--- src/rtl/assert_macros.svh ---
// Assertion helpers; clk_i and rst_ni must exist in the using module.
`ifndef ASSERT_MACROS_SVH
`define ASSERT_MACROS_SVH

`ifndef NO_ASSERTIONS

`define ASSERT_ALWAYS(lbl, prop) \
  lbl: assert property (@(posedge clk_i) disable iff (!rst_ni) (prop)) \
    else $error("assertion failed");

`define ASSERT_IMPL(lbl, ante, cons) \
  lbl: assert property (@(posedge clk_i) disable iff (!rst_ni) (ante) |-> (cons)) \
    else $error("assertion failed");

`define ASSERT_NEXT(lbl, ante, cons) \
  lbl: assert property (@(posedge clk_i) disable iff (!rst_ni) (ante) |=> (cons)) \
    else $error("assertion failed");

`else

`define ASSERT_ALWAYS(lbl, prop)
`define ASSERT_IMPL(lbl, ante, cons)
`define ASSERT_NEXT(lbl, ante, cons)

`endif

`endif

--- src/rtl/sukl_pkg.sv ---
`timescale 1ns / 1ps

package sukl_pkg;

  localparam int unsigned Capacity = 32;
  localparam int unsigned CntW     = $clog2(Capacity + 1);
  localparam int unsigned AddrW    = (Capacity > 1) ? $clog2(Capacity) : 1;
  localparam int unsigned KeyW     = 32;
  localparam int unsigned CmdW     = 2;
  localparam int unsigned StatW    = 3;

  typedef enum logic [CmdW-1:0] {
    CMD_INSERT    = 2'd0,
    CMD_REMOVE    = 2'd1,
    CMD_LIST_ASC  = 2'd2,
    CMD_LIST_DESC = 2'd3
  } cmd_e;

  typedef enum logic [StatW-1:0] {
    ST_INSERTED  = 3'd0,
    ST_DUPLICATE = 3'd1,
    ST_FULL      = 3'd2,
    ST_REMOVED   = 3'd3,
    ST_NOT_FOUND = 3'd4,
    ST_ENTRY     = 3'd5,
    ST_EMPTY     = 3'd6
  } status_e;

  typedef enum logic [2:0] {
    WALK_IDLE,
    WALK_SEARCH,
    WALK_UP,
    WALK_DN,
    WALK_LIST
  } walk_e;

  typedef enum logic [2:0] {
    S_IDLE,
    S_SEARCH,
    S_UP,
    S_DN,
    S_LIST,
    S_RESP
  } state_e;

  typedef struct packed {
    logic    ld;
    logic    start_up;
    logic    start_dn;
    walk_e   walk;
    logic    rsp_ld;
    status_e rsp_status;
  } dp_cmd_t;

  typedef struct packed {
    logic done;
    logic eq;
    logic full;
    logic empty;
    logic out_free;
  } dp_stat_t;

endpackage

--- src/rtl/sukl_if.sv ---
`timescale 1ns / 1ps

interface sukl_req_if;
  import sukl_pkg::*;

  logic                   valid;
  logic                   ready;
  logic [CmdW-1:0]        command;
  logic signed [KeyW-1:0] key;

  modport source (output valid, command, key, input ready);
  modport sink (input valid, command, key, output ready);
endinterface

interface sukl_rsp_if;
  import sukl_pkg::*;

  logic                   valid;
  logic                   ready;
  logic [StatW-1:0]       status;
  logic signed [KeyW-1:0] value;
  logic                   last;

  modport source (output valid, status, value, last, input ready);
  modport sink (input valid, status, value, last, output ready);
endinterface

--- src/rtl/sukl_dp.sv ---
`timescale 1ns / 1ps
`include "assert_macros.svh"

module sukl_dp (
  input  logic                            clk_i,
  input  logic                            rst_ni,
  input  sukl_pkg::dp_cmd_t               ctl_i,
  output sukl_pkg::dp_stat_t              stat_o,
  input  logic [sukl_pkg::CmdW-1:0]       command_i,
  input  logic signed [sukl_pkg::KeyW-1:0] key_i,
  output logic                            out_valid_o,
  input  logic                            out_ready_i,
  output sukl_pkg::status_e               out_status_o,
  output logic signed [sukl_pkg::KeyW-1:0] out_value_o,
  output logic                            out_last_o
);
  import sukl_pkg::*;

  logic [KeyW-1:0]        mem [Capacity];
  logic [KeyW-1:0]        rdata_q;
  logic [CntW-1:0]        cnt_q, cnt_d;
  logic [CntW-1:0]        idx_q, idx_d, idx_dec;
  logic [CntW-1:0]        pos_q, srch_pos;
  logic [AddrW-1:0]       cmp_q;
  logic                   rv_q, rv_d;
  cmd_e                   cmd_q;
  logic signed [KeyW-1:0] key_q;

  logic                   rd_en, we, done, hit, adv, entry_ld, entry_last;
  logic [AddrW-1:0]       raddr, waddr;
  logic [KeyW-1:0]        wdata;

  logic                   out_valid_q;
  status_e                out_status_q;
  logic signed [KeyW-1:0] out_value_q;
  logic                   out_last_q;

  assign adv      = !out_valid_q || out_ready_i;
  assign hit      = rv_q && ($signed(rdata_q) >= key_q);
  assign srch_pos = hit ? CntW'(cmp_q) : cnt_q;
  assign idx_dec  = idx_q - CntW'(1);
  assign entry_last = (cmd_q == CMD_LIST_ASC) ? (CntW'(cmp_q) == cnt_q - CntW'(1))
                                              : (cmp_q == '0);

  always_comb begin
    rd_en    = 1'b0;
    raddr    = idx_q[AddrW-1:0];
    idx_d    = idx_q;
    we       = 1'b0;
    waddr    = cmp_q;
    wdata    = rdata_q;
    cnt_d    = cnt_q;
    done     = 1'b0;
    rv_d     = 1'b0;
    entry_ld = 1'b0;
    case (ctl_i.walk)
      WALK_SEARCH: begin
        rd_en = idx_q < cnt_q;
        if (rd_en) idx_d = idx_q + CntW'(1);
        rv_d  = rd_en;
        done  = hit || (!rv_q && (idx_q >= cnt_q));
      end
      WALK_UP: begin
        rd_en = idx_q > pos_q;
        raddr = idx_dec[AddrW-1:0];
        if (rd_en) idx_d = idx_dec;
        rv_d  = rd_en;
        if (rv_q) begin
          we    = 1'b1;
          waddr = cmp_q + AddrW'(1);
        end
        done = !rv_q && (idx_q <= pos_q);
        if (done) begin
          we    = 1'b1;
          waddr = pos_q[AddrW-1:0];
          wdata = $unsigned(key_q);
          cnt_d = cnt_q + CntW'(1);
        end
      end
      WALK_DN: begin
        rd_en = idx_q < cnt_q;
        if (rd_en) idx_d = idx_q + CntW'(1);
        rv_d  = rd_en;
        if (rv_q) begin
          we    = 1'b1;
          waddr = cmp_q - AddrW'(1);
        end
        done = !rv_q && (idx_q >= cnt_q);
        if (done) cnt_d = cnt_q - CntW'(1);
      end
      WALK_LIST: begin
        if (cmd_q == CMD_LIST_ASC) begin
          rd_en = adv && (idx_q < cnt_q);
          if (rd_en) idx_d = idx_q + CntW'(1);
        end else begin
          rd_en = adv && (idx_q != '0);
          raddr = idx_dec[AddrW-1:0];
          if (rd_en) idx_d = idx_dec;
        end
        rv_d     = adv ? rd_en : rv_q;
        entry_ld = adv && rv_q;
        done     = entry_ld && entry_last;
      end
      default: begin
        rd_en = 1'b0;
      end
    endcase
    if (ctl_i.ld) begin
      idx_d = (cmd_e'(command_i) == CMD_LIST_DESC) ? cnt_q : '0;
      rv_d  = 1'b0;
    end
    if (ctl_i.start_up) begin
      idx_d = cnt_q;
      rv_d  = 1'b0;
    end
    if (ctl_i.start_dn) begin
      idx_d = srch_pos + CntW'(1);
      rv_d  = 1'b0;
    end
  end

  always_ff @(posedge clk_i) begin
    if (we) mem[waddr] <= wdata;
    if (rd_en) begin
      rdata_q <= mem[raddr];
      cmp_q   <= raddr;
    end
    if (ctl_i.ld) begin
      cmd_q <= cmd_e'(command_i);
      key_q <= key_i;
    end
    if (ctl_i.rsp_ld) begin
      out_status_q <= ctl_i.rsp_status;
      out_value_q  <= (ctl_i.rsp_status == ST_EMPTY) ? '0 : key_q;
      out_last_q   <= 1'b1;
    end else if (entry_ld) begin
      out_status_q <= ST_ENTRY;
      out_value_q  <= $signed(rdata_q);
      out_last_q   <= entry_last;
    end
  end

  always_ff @(posedge clk_i or negedge rst_ni) begin
    if (!rst_ni) begin
      cnt_q       <= '0;
      idx_q       <= '0;
      pos_q       <= '0;
      rv_q        <= 1'b0;
      out_valid_q <= 1'b0;
    end else begin
      cnt_q <= cnt_d;
      idx_q <= idx_d;
      rv_q  <= rv_d;
      if (ctl_i.walk == WALK_SEARCH) pos_q <= srch_pos;
      if (ctl_i.rsp_ld || entry_ld) begin
        out_valid_q <= 1'b1;
      end else if (out_ready_i) begin
        out_valid_q <= 1'b0;
      end
    end
  end

  assign stat_o.done     = done;
  assign stat_o.eq       = hit && (rdata_q == $unsigned(key_q));
  assign stat_o.full     = cnt_q == CntW'(Capacity);
  assign stat_o.empty    = cnt_q == '0;
  assign stat_o.out_free = adv;

  assign out_valid_o  = out_valid_q;
  assign out_status_o = out_status_q;
  assign out_value_o  = out_value_q;
  assign out_last_o   = out_last_q;

  `ASSERT_ALWAYS(a_cnt_range, cnt_q <= CntW'(Capacity))
  `ASSERT_IMPL(a_wr_shift_only, we, (ctl_i.walk == WALK_UP) || (ctl_i.walk == WALK_DN))
  `ASSERT_NEXT(a_ins_grows, (ctl_i.walk == WALK_UP) && done, cnt_q == $past(cnt_q) + CntW'(1))
  `ASSERT_NEXT(a_rm_shrinks, (ctl_i.walk == WALK_DN) && done, cnt_q == $past(cnt_q) - CntW'(1))

endmodule

--- src/rtl/sukl_ctrl.sv ---
`timescale 1ns / 1ps

module sukl_ctrl (
  input  logic                      clk_i,
  input  logic                      rst_ni,
  input  logic                      in_valid_i,
  output logic                      in_ready_o,
  input  logic [sukl_pkg::CmdW-1:0] command_i,
  input  sukl_pkg::dp_stat_t        stat_i,
  output sukl_pkg::dp_cmd_t         ctl_o
);
  import sukl_pkg::*;

  state_e  state_q, state_d;
  cmd_e    op_q, op_d;
  status_e status_q, status_d;

  always_ff @(posedge clk_i or negedge rst_ni) begin
    if (!rst_ni) begin
      state_q  <= S_IDLE;
      op_q     <= CMD_INSERT;
      status_q <= ST_INSERTED;
    end else begin
      state_q  <= state_d;
      op_q     <= op_d;
      status_q <= status_d;
    end
  end

  always_comb begin
    state_d          = state_q;
    op_d             = op_q;
    status_d         = status_q;
    in_ready_o       = 1'b0;
    ctl_o            = '0;
    ctl_o.walk       = WALK_IDLE;
    ctl_o.rsp_status = status_q;
    case (state_q)
      S_IDLE: begin
        in_ready_o = 1'b1;
        if (in_valid_i) begin
          ctl_o.ld = 1'b1;
          op_d     = cmd_e'(command_i);
          case (cmd_e'(command_i))
            CMD_INSERT, CMD_REMOVE: state_d = S_SEARCH;
            CMD_LIST_ASC, CMD_LIST_DESC: begin
              if (stat_i.empty) begin
                status_d = ST_EMPTY;
                state_d  = S_RESP;
              end else begin
                state_d = S_LIST;
              end
            end
            default: state_d = S_IDLE;
          endcase
        end
      end
      S_SEARCH: begin
        ctl_o.walk = WALK_SEARCH;
        if (stat_i.done) begin
          if (op_q == CMD_INSERT) begin
            if (stat_i.eq) begin
              status_d = ST_DUPLICATE;
              state_d  = S_RESP;
            end else if (stat_i.full) begin
              status_d = ST_FULL;
              state_d  = S_RESP;
            end else begin
              ctl_o.start_up = 1'b1;
              state_d        = S_UP;
            end
          end else if (stat_i.eq) begin
            ctl_o.start_dn = 1'b1;
            state_d        = S_DN;
          end else begin
            status_d = ST_NOT_FOUND;
            state_d  = S_RESP;
          end
        end
      end
      S_UP: begin
        ctl_o.walk = WALK_UP;
        if (stat_i.done) begin
          status_d = ST_INSERTED;
          state_d  = S_RESP;
        end
      end
      S_DN: begin
        ctl_o.walk = WALK_DN;
        if (stat_i.done) begin
          status_d = ST_REMOVED;
          state_d  = S_RESP;
        end
      end
      S_LIST: begin
        ctl_o.walk = WALK_LIST;
        if (stat_i.done) state_d = S_IDLE;
      end
      S_RESP: begin
        ctl_o.rsp_ld = stat_i.out_free;
        if (stat_i.out_free) state_d = S_IDLE;
      end
      default: state_d = S_IDLE;
    endcase
  end

endmodule

--- src/rtl/sorted_unique_key_list_core.sv ---
`timescale 1ns / 1ps
// channel  dir  handshake     payload
// req_i    in   valid/ready   command[1:0], key[31:0] signed
// rsp_o    out  valid/ready   status[2:0], value[31:0] signed, last
//
// One request at a time; the key memory has one read and one write port and is
// walked one entry per cycle while the output is not stalled. An insert or remove
// searches, then shifts later keys when the set changes; a list reads each entry.
// Reset clears counts and valid flags only; memory is never read before written.
// A pending response sits in an output register; a stalled list pauses its walk.

module sorted_unique_key_list_core (
  input logic       clk_i,
  input logic       rst_ni,
  sukl_req_if.sink   req_i,
  sukl_rsp_if.source rsp_o
);
  import sukl_pkg::*;

  dp_cmd_t  ctl;
  dp_stat_t stat;
  status_e  out_status;

  sukl_ctrl u_ctrl (
    .clk_i      (clk_i),
    .rst_ni     (rst_ni),
    .in_valid_i (req_i.valid),
    .in_ready_o (req_i.ready),
    .command_i  (req_i.command),
    .stat_i     (stat),
    .ctl_o      (ctl)
  );

  sukl_dp u_dp (
    .clk_i        (clk_i),
    .rst_ni       (rst_ni),
    .ctl_i        (ctl),
    .stat_o       (stat),
    .command_i    (req_i.command),
    .key_i        (req_i.key),
    .out_valid_o  (rsp_o.valid),
    .out_ready_i  (rsp_o.ready),
    .out_status_o (out_status),
    .out_value_o  (rsp_o.value),
    .out_last_o   (rsp_o.last)
  );

  assign rsp_o.status = out_status;

endmodule

--- src/flat_wrapper.sv ---
// flat-port wrapper written by rule: the top's interface ports become plain ports
module sorted_unique_key_list_core_flat import sukl_pkg::*;
  (clk_i, rst_ni, req_i_valid, req_i_command, req_i_key, req_i_ready, rsp_o_valid, rsp_o_status, rsp_o_value, rsp_o_last, rsp_o_ready);
  sukl_req_if req_i_i ();
  sukl_rsp_if rsp_o_i ();
  input logic clk_i;
  input logic rst_ni;
  input wire logic [$bits(req_i_i.valid)-1:0] req_i_valid;
  input wire logic [$bits(req_i_i.command)-1:0] req_i_command;
  input wire logic [$bits(req_i_i.key)-1:0] req_i_key;
  output wire logic [$bits(req_i_i.ready)-1:0] req_i_ready;
  output wire logic [$bits(rsp_o_i.valid)-1:0] rsp_o_valid;
  output wire logic [$bits(rsp_o_i.status)-1:0] rsp_o_status;
  output wire logic [$bits(rsp_o_i.value)-1:0] rsp_o_value;
  output wire logic [$bits(rsp_o_i.last)-1:0] rsp_o_last;
  input wire logic [$bits(rsp_o_i.ready)-1:0] rsp_o_ready;
  assign req_i_i.valid = req_i_valid;
  assign req_i_i.command = req_i_command;
  assign req_i_i.key = req_i_key;
  assign req_i_ready = req_i_i.ready;
  assign rsp_o_valid = rsp_o_i.valid;
  assign rsp_o_status = rsp_o_i.status;
  assign rsp_o_value = rsp_o_i.value;
  assign rsp_o_last = rsp_o_i.last;
  assign rsp_o_i.ready = rsp_o_ready;
  sorted_unique_key_list_core u_core (.clk_i(clk_i), .rst_ni(rst_ni), .req_i(req_i_i), .rsp_o(rsp_o_i));
endmodule
--- config.mk ---
export PLATFORM = sky130hd
export DESIGN_NAME = sorted_unique_key_list_core_flat
export DESIGN_NICKNAME = d
export VERILOG_FILES = /design/src/rtl/sukl_pkg.sv /design/src/rtl/sukl_if.sv /design/src/rtl/sukl_dp.sv /design/src/rtl/sukl_ctrl.sv /design/src/rtl/sorted_unique_key_list_core.sv /design/src/flat_wrapper.sv
export VERILOG_INCLUDE_DIRS = /design/src /design/src/rtl
export SDC_FILE = /design/constraint.sdc
export NUM_CORES = 2
export LEC_CHECK = 0
export ABC_AREA = 1
export BUFFER_PORTS_ARGS = -buffer_cell sky130_fd_sc_hd__buf_2
export CAP_MARGIN = 5
export CORE_ASPECT_RATIO = 1.2
export CORE_UTILIZATION = 35
export CTS_BUF_LIST = sky130_fd_sc_hd__clkbuf_8
export CTS_CLUSTER_DIAMETER = 150
export DETAILED_ROUTE_END_ITERATION = 6
export SLEW_MARGIN = 20
export SYNTH_ARGS = -nofsm -noshare
export SYNTH_HDL_FRONTEND = slang
export SYNTH_HIERARCHICAL = 1
export SYNTH_SLANG_ARGS = --single-unit
--- constraint.sdc ---
create_clock -name clk_i -period 6 [get_ports clk_i]
set_input_delay 0.3 -clock clk_i [delete_from_list [all_inputs] [get_ports clk_i]]
set_output_delay 0.3 -clock clk_i [all_outputs]
set_load 0.01 [all_outputs]
==> After elaboration in Yosys (flattened, before gate mapping) <==
Memories as Yosys holds them, arrays and structs flattened. A register that Yosys moved wholly into a read port is not among the register bits.
Index checks and enable logic that the tools add are counted.
{ "totals": {"ramBits": 1024, "input_bits": 38, "out_inout_bits": 38, "ff_bits": 103, "wordCells": 173, "mem_count": 1} }
{ "classes": {"n_eq_ne": 35, "addsub": 7, "n_lt_le_gt_ge": 5, "n_mux": 78, "n_reduce_logical": 33} }
{ "mem_list": {"columns": ["memory", "depth", "width", "read_ports", "rd_clocked_by_memory_dff", "wr", "line", "source"], "rows": [
  ["u_core.u_dp.mem", 32, 32, 1, 1, 1, "sukl_dp.sv:19", "logic [KeyW-1:0] mem [Capacity];"]
]} }
{ "op_table": {"columns": ["cell", "count"], "rows": [
  ["2-to-1 mux 32 bit", 5],
  ["2-to-1 mux 6 bit", 12],
  ["2-to-1 mux 3 bit", 20],
  ["== test 32 bit", 1],
  [">= comparator 32 bit", 1],
  ["one-hot mux 3 bit (4 select lines)", 2],
  ["2-to-1 mux 1 bit", 23],
  ["2-to-1 mux 5 bit", 4],
  ["one-hot mux 5 bit (2 select lines)", 2],
  ["adder 6 x 1 -> 6 bit (second input constant)", 3],
  ["one-hot mux 6 bit (3 select lines)", 1],
  ["inequality test 2 bit (second input constant)", 8],
  ["one-hot mux 3 bit (5 select lines)", 1],
  ["== test 3 x 2 -> 1 bit (second input constant)", 4],
  ["== test 3 bit (second input constant)", 4],
  ["inequality test 6 x 3 -> 1 bit (second input constant)", 2],
  ["one-hot mux 6 bit (2 select lines)", 1],
  ["nonzero test 6 bit", 2],
  ["subtractor 6 x 1 -> 6 bit (second input constant)", 2],
  ["inequality test 5 x 2 -> 1 bit (second input constant)", 2],
  ["AND reduction 5 bit", 2],
  ["AND reduction 9 bit", 1],
  ["logical AND 1 bit", 8],
  ["OR reduction 2 bit", 4],
  ["other kinds (30)", 43]
]} }

==> Longest topological paths before layout <==
{ "logic_depth": {"depth_word": 9, "depth_mapped": 29, "depth_no_buf": 27} }

==> Hierarchy <==
Netlist, hierarchy kept.
{ "by_module_without_submodules": {"columns": ["mod", "instances", "area_per_inst_um2", "cells_per_inst", "seq_area_each_um2"], "rows": [
  ["sukl_dp", 1, 47179.0, 3637, 34453.0],
  ["sukl_ctrl", 1, 553.0, 89, 200.2]
]} }

==> Least setup slack after synthesis <==
No wires, ideal clock.
{ "synth_timing": {"path_type": "register to register", "start": "register u_core.u_ctrl.state_q[0]", "end": "memory u_core.u_dp.mem[17][0], enable pin", "setup_time_ns": 0.461, "path_stages_with_launch": 17, "required_time_ns": 5.539, "slack_ns": 1.231, "t_arrival_ns": 4.308, "period_less_slack_ns": 4.769, "path_buffers": 0, "cell_sequence": "dfrtp_1 inv_1 nor2_1 inv_1 nor2_1 inv_1 nor2_2 inv_1 a21oi_1 o21ai_1 nand2_1 inv_1 a22oi_1 inv_1 nor2_1 nand3_1 nor3_1"} }
{ "synth_lines": {"columns": ["item", "line", "source"], "rows": [
  ["start: declaration", "sukl_ctrl.sv:14", "state_e state_q, state_d;"],
  ["start signal: assignment", "sukl_ctrl.sv:24", "state_q <= state_d;"],
  ["end: declaration", "sukl_dp.sv:19", null]
]} }

==> Final worst setup path <==
{ "layout_timing": {"start": "register u_core.u_dp.idx_q[3]", "end": "memory u_core.u_dp.mem[6][11], enable pin"} }
{ "layout_between": {"elab_chain_len": 6, "elab_cells_between_ends": 8, "cone_classes": "1 x order compare; 6 x mux; 1 x reduce/logical"} }
{ "layout_lines": {"columns": ["item", "line", "source"], "rows": [
  ["start: declaration", "sukl_dp.sv:22", "logic [CntW-1:0] idx_q, idx_d, idx_dec;"],
  ["start signal: assignment", "sukl_dp.sv:152", "idx_q <= idx_d;"],
  ["less-or-equal comparator 6 bit *", "sukl_dp.sv:72", "done = !rv_q && (idx_q <= pos_q);"],
  ["logical AND 1 bit *", "sukl_dp.sv:72", null],
  ["2-to-1 mux 1 bit", "sukl_dp.sv:73", "if (done) begin"],
  ["one-hot mux 1 bit (2 select lines)", "sukl_dp.sv:56", "case (ctl_i.walk)"],
  ["2-to-1 mux 1 bit", "sukl_dp.sv:123", "if (we) mem[waddr] <= wdata;"],
  ["2-to-1 mux 1 bit (not written as such)", "sukl_dp.sv:123", null]
]} }
Every way passes the cells marked *; elsewhere a longest branch is shown, timed or not.

==> flow_results.xml <==
<?xml version="1.0" encoding="UTF-8"?>
<metrics>
  <group name="setup_path">
    <metric name="crit_start" unit="">u_core/u_dp/idx_q[3]</metric>
    <metric name="crit_path_start_kind" unit="">flop</metric>
    <metric name="path_max_fanout" unit="">14</metric>
    <metric name="worst_r2r_startpoint" unit="">u_core/u_dp/idx_q[3]</metric>
    <metric name="worst_ep_required_time" unit="ns">6.57</metric>
    <metric name="worstSetupEndpointType" unit="">flop</metric>
    <metric name="timing.critical_path.arrival" unit="ns">5.35</metric>
    <metric name="worst-setup-path-type" unit="">reg2reg</metric>
  </group>
  <group name="grt">
    <metric name="first_global_vias" unit="">30800</metric>
    <metric name="grt_start_max_net_pins" unit="">147</metric>
    <metric name="grt_first_pass_wirelength" unit="µm">203000</metric>
    <metric name="grt-ovfl-total" unit="">0</metric>
    <metric name="grt_antenna_before_repair" unit="">3</metric>
    <metric name="track_usage" unit="">0.197</metric>
  </group>
  <group name="power_and_ir_drop">
    <metric name="cellLeakagePower" unit="µW">0.0183</metric>
    <metric name="ir_worst_vdd" unit="V">0.000508</metric>
    <metric name="power.density" unit="nW/µm²">601</metric>
  </group>
  <group name="logic_synthesis">
    <metric name="mappedNetlistNets" unit="">3815</metric>
    <metric name="synthFlopType" unit="">sky130_fd_sc_hd__edfxtp_1</metric>
    <metric name="synth.top_cells.by_count" unit="">sky130_fd_sc_hd__edfxtp_1 (1,130), sky130_fd_sc_hd__nor2_1 (630), sky130_fd_sc_hd__o21ai_0 (501)</metric>
    <metric name="synthesis.instances" unit="">3726</metric>
    <metric name="synth.area.top_cells" unit="">sky130_fd_sc_hd__edfxtp_1 (71%), sky130_fd_sc_hd__o21ai_0 (5.3%), sky130_fd_sc_hd__nor2_1 (5.0%)</metric>
    <metric name="number_of_synthesized_flops_with_an_enable_pin" unit="">1130</metric>
    <metric name="synth_most_common_cell" unit="">sky130_fd_sc_hd__edfxtp_1</metric>
    <metric name="yosysTopAreaCellShare" unit="">0.711</metric>
    <metric name="synth.lib_cells_used.distinct" unit="">50</metric>
    <metric name="synth.yosys.warnings" unit="">6</metric>
    <metric name="synth-adder-area-share" unit="">0.0134</metric>
    <metric name="synth_top_family_by_area" unit="">compound AO/OA/AOI/OAI gates</metric>
    <metric name="netlist_area" unit="µm²">47700</metric>
    <metric name="syn_area_per_cell" unit="µm²">12.8</metric>
    <metric name="synth-xor-area-share" unit="">0.00330</metric>
    <metric name="synth_mux_area_frac" unit="">0</metric>
    <metric name="seq_area_frac_synth" unit="">0.726</metric>
    <metric name="synth_simple_gate_area_share" unit="">0.0976</metric>
    <metric name="synth.largest_area_cell" unit="">sky130_fd_sc_hd__edfxtp_1</metric>
    <metric name="share_of_flip_flops_with_an_asynchronous_set_or_reset" unit="">0.0242</metric>
    <metric name="synthesized_area_fraction_occupied_by_ao_oa_aoi_and_oai_cells" unit="">0.125</metric>
    <metric name="synth_seq_cells" unit="">1159</metric>
  </group>
  <group name="clocking">
    <metric name="cts_post_setup_buffers_inserted" unit="">0</metric>
    <metric name="tritoncts.num_buffers" unit="">178</metric>
    <metric name="cts.sinks" unit="">1159</metric>
    <metric name="tritoncts" unit="">built</metric>
    <metric name="insertion_delay" unit="ns">0.90</metric>
    <metric name="htreeDepth" unit="">4</metric>
    <metric name="clock_tree_buffer_depth" unit="">3</metric>
    <metric name="library_cell_used_as_clock_root_buffer" unit="">sky130_fd_sc_hd__clkbuf_8</metric>
    <metric name="ctsHoldBuffers" unit="">39</metric>
    <metric name="post_cts_resize_count" unit="">0</metric>
    <metric name="clk_transition_reported_paths" unit="ns">0.06</metric>
  </group>
  <group name="hold_path">
    <metric name="min-delay-path-class" unit="">in2reg</metric>
    <metric name="holdCritStartpoint" unit="">req_i_key[7]</metric>
  </group>
  <group name="sta">
    <metric name="worst_slew_margin_rel" unit="">0.253</metric>
    <metric name="unrepaired_setup_endpoints_after_global_routing" unit="">false</metric>
    <metric name="finalClockSkew" unit="ns">0.0366</metric>
    <metric name="worst_slew_pin_slew" unit="ns">1.12</metric>
    <metric name="timing.fmax" unit="MHz">209</metric>
    <metric name="report.final.setup_viol" unit="">0</metric>
    <metric name="period_share" unit="">0.796</metric>
    <metric name="worst_case_setup_margin_in_the_final_layout" unit="ns">1.22</metric>
    <metric name="finalWorstPathRequiredPeriod" unit="ns">4.78</metric>
    <metric name="finalHoldWorstSlack" unit="ns">0.116</metric>
    <metric name="finalHoldViolations" unit="">0</metric>
    <metric name="tns" unit="ns">0</metric>
    <metric name="finalMaxSlewViolations" unit="">0</metric>
  </group>
  <group name="routing">
    <metric name="detailedRoute.firstIterationViolations" unit="">3270</metric>
    <metric name="route.vias.total" unit="">31800</metric>
    <metric name="routed_wire_length_per_instance" unit="µm">23.7</metric>
    <metric name="route.detailed.vias_per_inst" unit="">5.43</metric>
    <metric name="wirelength" unit="µm">139000</metric>
    <metric name="firstDrtPassIters" unit="">7</metric>
    <metric name="post-route-drc-count" unit="">0</metric>
    <metric name="residual_antenna_violating_net_count_after_detailed_routing" unit="">0</metric>
  </group>
  <group name="floorplan">
    <metric name="pin_count" unit="">76</metric>
    <metric name="rows" unit="">148</metric>
    <metric name="design.core.area" unit="µm²">136000</metric>
    <metric name="start_util" unit="">0.352</metric>
    <metric name="die-area" unit="µm²">138000</metric>
    <metric name="fp.dieH" unit="µm">407</metric>
    <metric name="floorplan.die.width" unit="µm">339</metric>
  </group>
  <group name="layout">
    <metric name="final_net_count" unit="">3994</metric>
    <metric name="area.growth.synth_to_final" unit="%">14.4</metric>
    <metric name="layout_cells_sized_above_1" unit="">0.131</metric>
    <metric name="layout.filler_cells" unit="">12700</metric>
  </group>
  <group name="flow_run">
    <metric name="drv_cap" unit="">0</metric>
  </group>
  <group name="placement">
    <metric name="pre_cts_slack" unit="ns">1.31</metric>
    <metric name="finalWeightedCongestion" unit="">0.886</metric>
    <metric name="dpl.hpwl" unit="µm">81600</metric>
    <metric name="placement.io_buffers" unit="">75</metric>
  </group>
  <group name="outcome">
    <metric name="outcome" unit="">finished clean</metric>
  </group>
</metrics>
[final timing paths]
kind / endpoint / slack, ns / cells past startpoint
max: u_core/u_dp/mem[6][11] / 1.22 / 14
min: u_core/u_dp/key_q[7] / 0.12 / 2
max reg2reg: u_core/u_dp/mem[6][11] / 1.22 / 14
min reg2reg: u_core/u_ctrl/status_q[0] / 0.47 / 2
max in group asynchronous: u_core/u_dp/idx_q[5] / 5.38 / 4
min in group asynchronous: u_core/u_dp/out_valid_o / 0.43 / 4
[placed cells by master, fill, tap and decap left out, types with 75 or more instances in the layout]
| cell type | n |
|---|---|
| sky130_fd_sc_hd__buf_4 | 109 |
| sky130_fd_sc_hd__nand2_1 | 290 |
| sky130_fd_sc_hd__buf_2 | 75 |
| sky130_fd_sc_hd__nand3_1 | 179 |
| sky130_fd_sc_hd__nor2_1 | 601 |
| sky130_fd_sc_hd__edfxtp_1 | 1130 |
| sky130_fd_sc_hd__o21ai_0 | 469 |
| sky130_fd_sc_hd__o221ai_1 | 226 |
| sky130_fd_sc_hd__o21ai_1 | 89 |
| sky130_fd_sc_hd__clkbuf_8 | 183 |
| sky130_fd_sc_hd__inv_1 | 168 |
[power by group]
group          switching, µW  leakage [µW]  internal (µW)
clock                   3140       0.00185           2980
sequential               435        0.0105          10900
combinational          11300       0.00589           4140
[registers in the layout, summed over array words and instances, names as in the netlist]
register / cells
u_core/u_dp/out_last_o: 1
u_core/u_ctrl/op_q: 2
u_core/u_ctrl/state_q: 3
u_core/u_dp/mem: 1024
u_core/u_dp/rv_q: 1
u_core/u_dp/out_status_o: 3
u_core/u_dp/cmd_q: 2
u_core/u_dp/cnt_q: 6
u_core/u_dp/rdata_q: 32
u_core/u_dp/idx_q: 6
u_core/u_dp/key_q: 32
u_core/u_dp/cmp_q: 5
u_core/u_dp/out_value_o: 32
u_core/u_ctrl/status_q: 3
u_core/u_dp/out_valid_o: 1
u_core/u_dp/pos_q: 6
[through the flow]
stage,util,instance area (µm²),std cells,total power (µW)
6_report,0.403,54600,5850,32800
5_1_grt,0.403,54600,5850,34600
4_1_cts,0.403,54600,5847,32800
3_5_place_dp,0.376,50900,5485,26700
3_3_place_gp,0.376,50900,5484,26500
2_1_floorplan,-,47700,3726,21000
[cells by family after synthesis]
family,Yosys count
flops,1159
buf+inv,377
simple gates,1145
fa+ha+maj,51
xor+xnor,18
compound gates,976
[layer usage]
metal	up-vias	part of all wire	global-route usage	wire length [µm]
li1	14300	-	-	-
met1	16000	0.41	0.253	56500
met2	1250	0.50	0.338	69400
met3	229	0.062	0.0310	8640
met4	0	0.030	0.0715	4150
met5	-	0	0	0
[area by class of cell]
| class | count | area [µm²] | share of cell area |
|---|---|---|---|
| repair buffers | 245 | 2040 | 0.0374 |
| clock inverters | 140 | 723 | 0.0132 |
| well taps | 1800 | 2250 | 0.0412 |
| multi-input cells | 2190 | 11900 | 0.218 |
| inverters | 131 | 519 | 0.00951 |
| diodes | 2 | 5.00 | 0.0000916 |
| flip-flops and latches | 1159 | 34700 | 0.634 |
| clock buffers | 183 | 2520 | 0.0461 |
[critical path: stages (launching register included)]
cell                       delay, ns
sky130_fd_sc_hd__dfrtp_1        0.35
sky130_fd_sc_hd__buf_4          0.19
sky130_fd_sc_hd__ha_1           0.33
sky130_fd_sc_hd__nand2_1        0.08
sky130_fd_sc_hd__inv_1          0.04
sky130_fd_sc_hd__o21ai_0        0.15
sky130_fd_sc_hd__o211ai_1       0.13
sky130_fd_sc_hd__a21oi_1        0.28
sky130_fd_sc_hd__inv_1          0.19
sky130_fd_sc_hd__o21ai_0        0.11
sky130_fd_sc_hd__o211ai_1       0.11
sky130_fd_sc_hd__a22oi_1        0.58
sky130_fd_sc_hd__nand3_1        0.76
sky130_fd_sc_hd__nor2_4         0.82
sky130_fd_sc_hd__buf_4          0.32
Power figures use the tool's default switching activity.
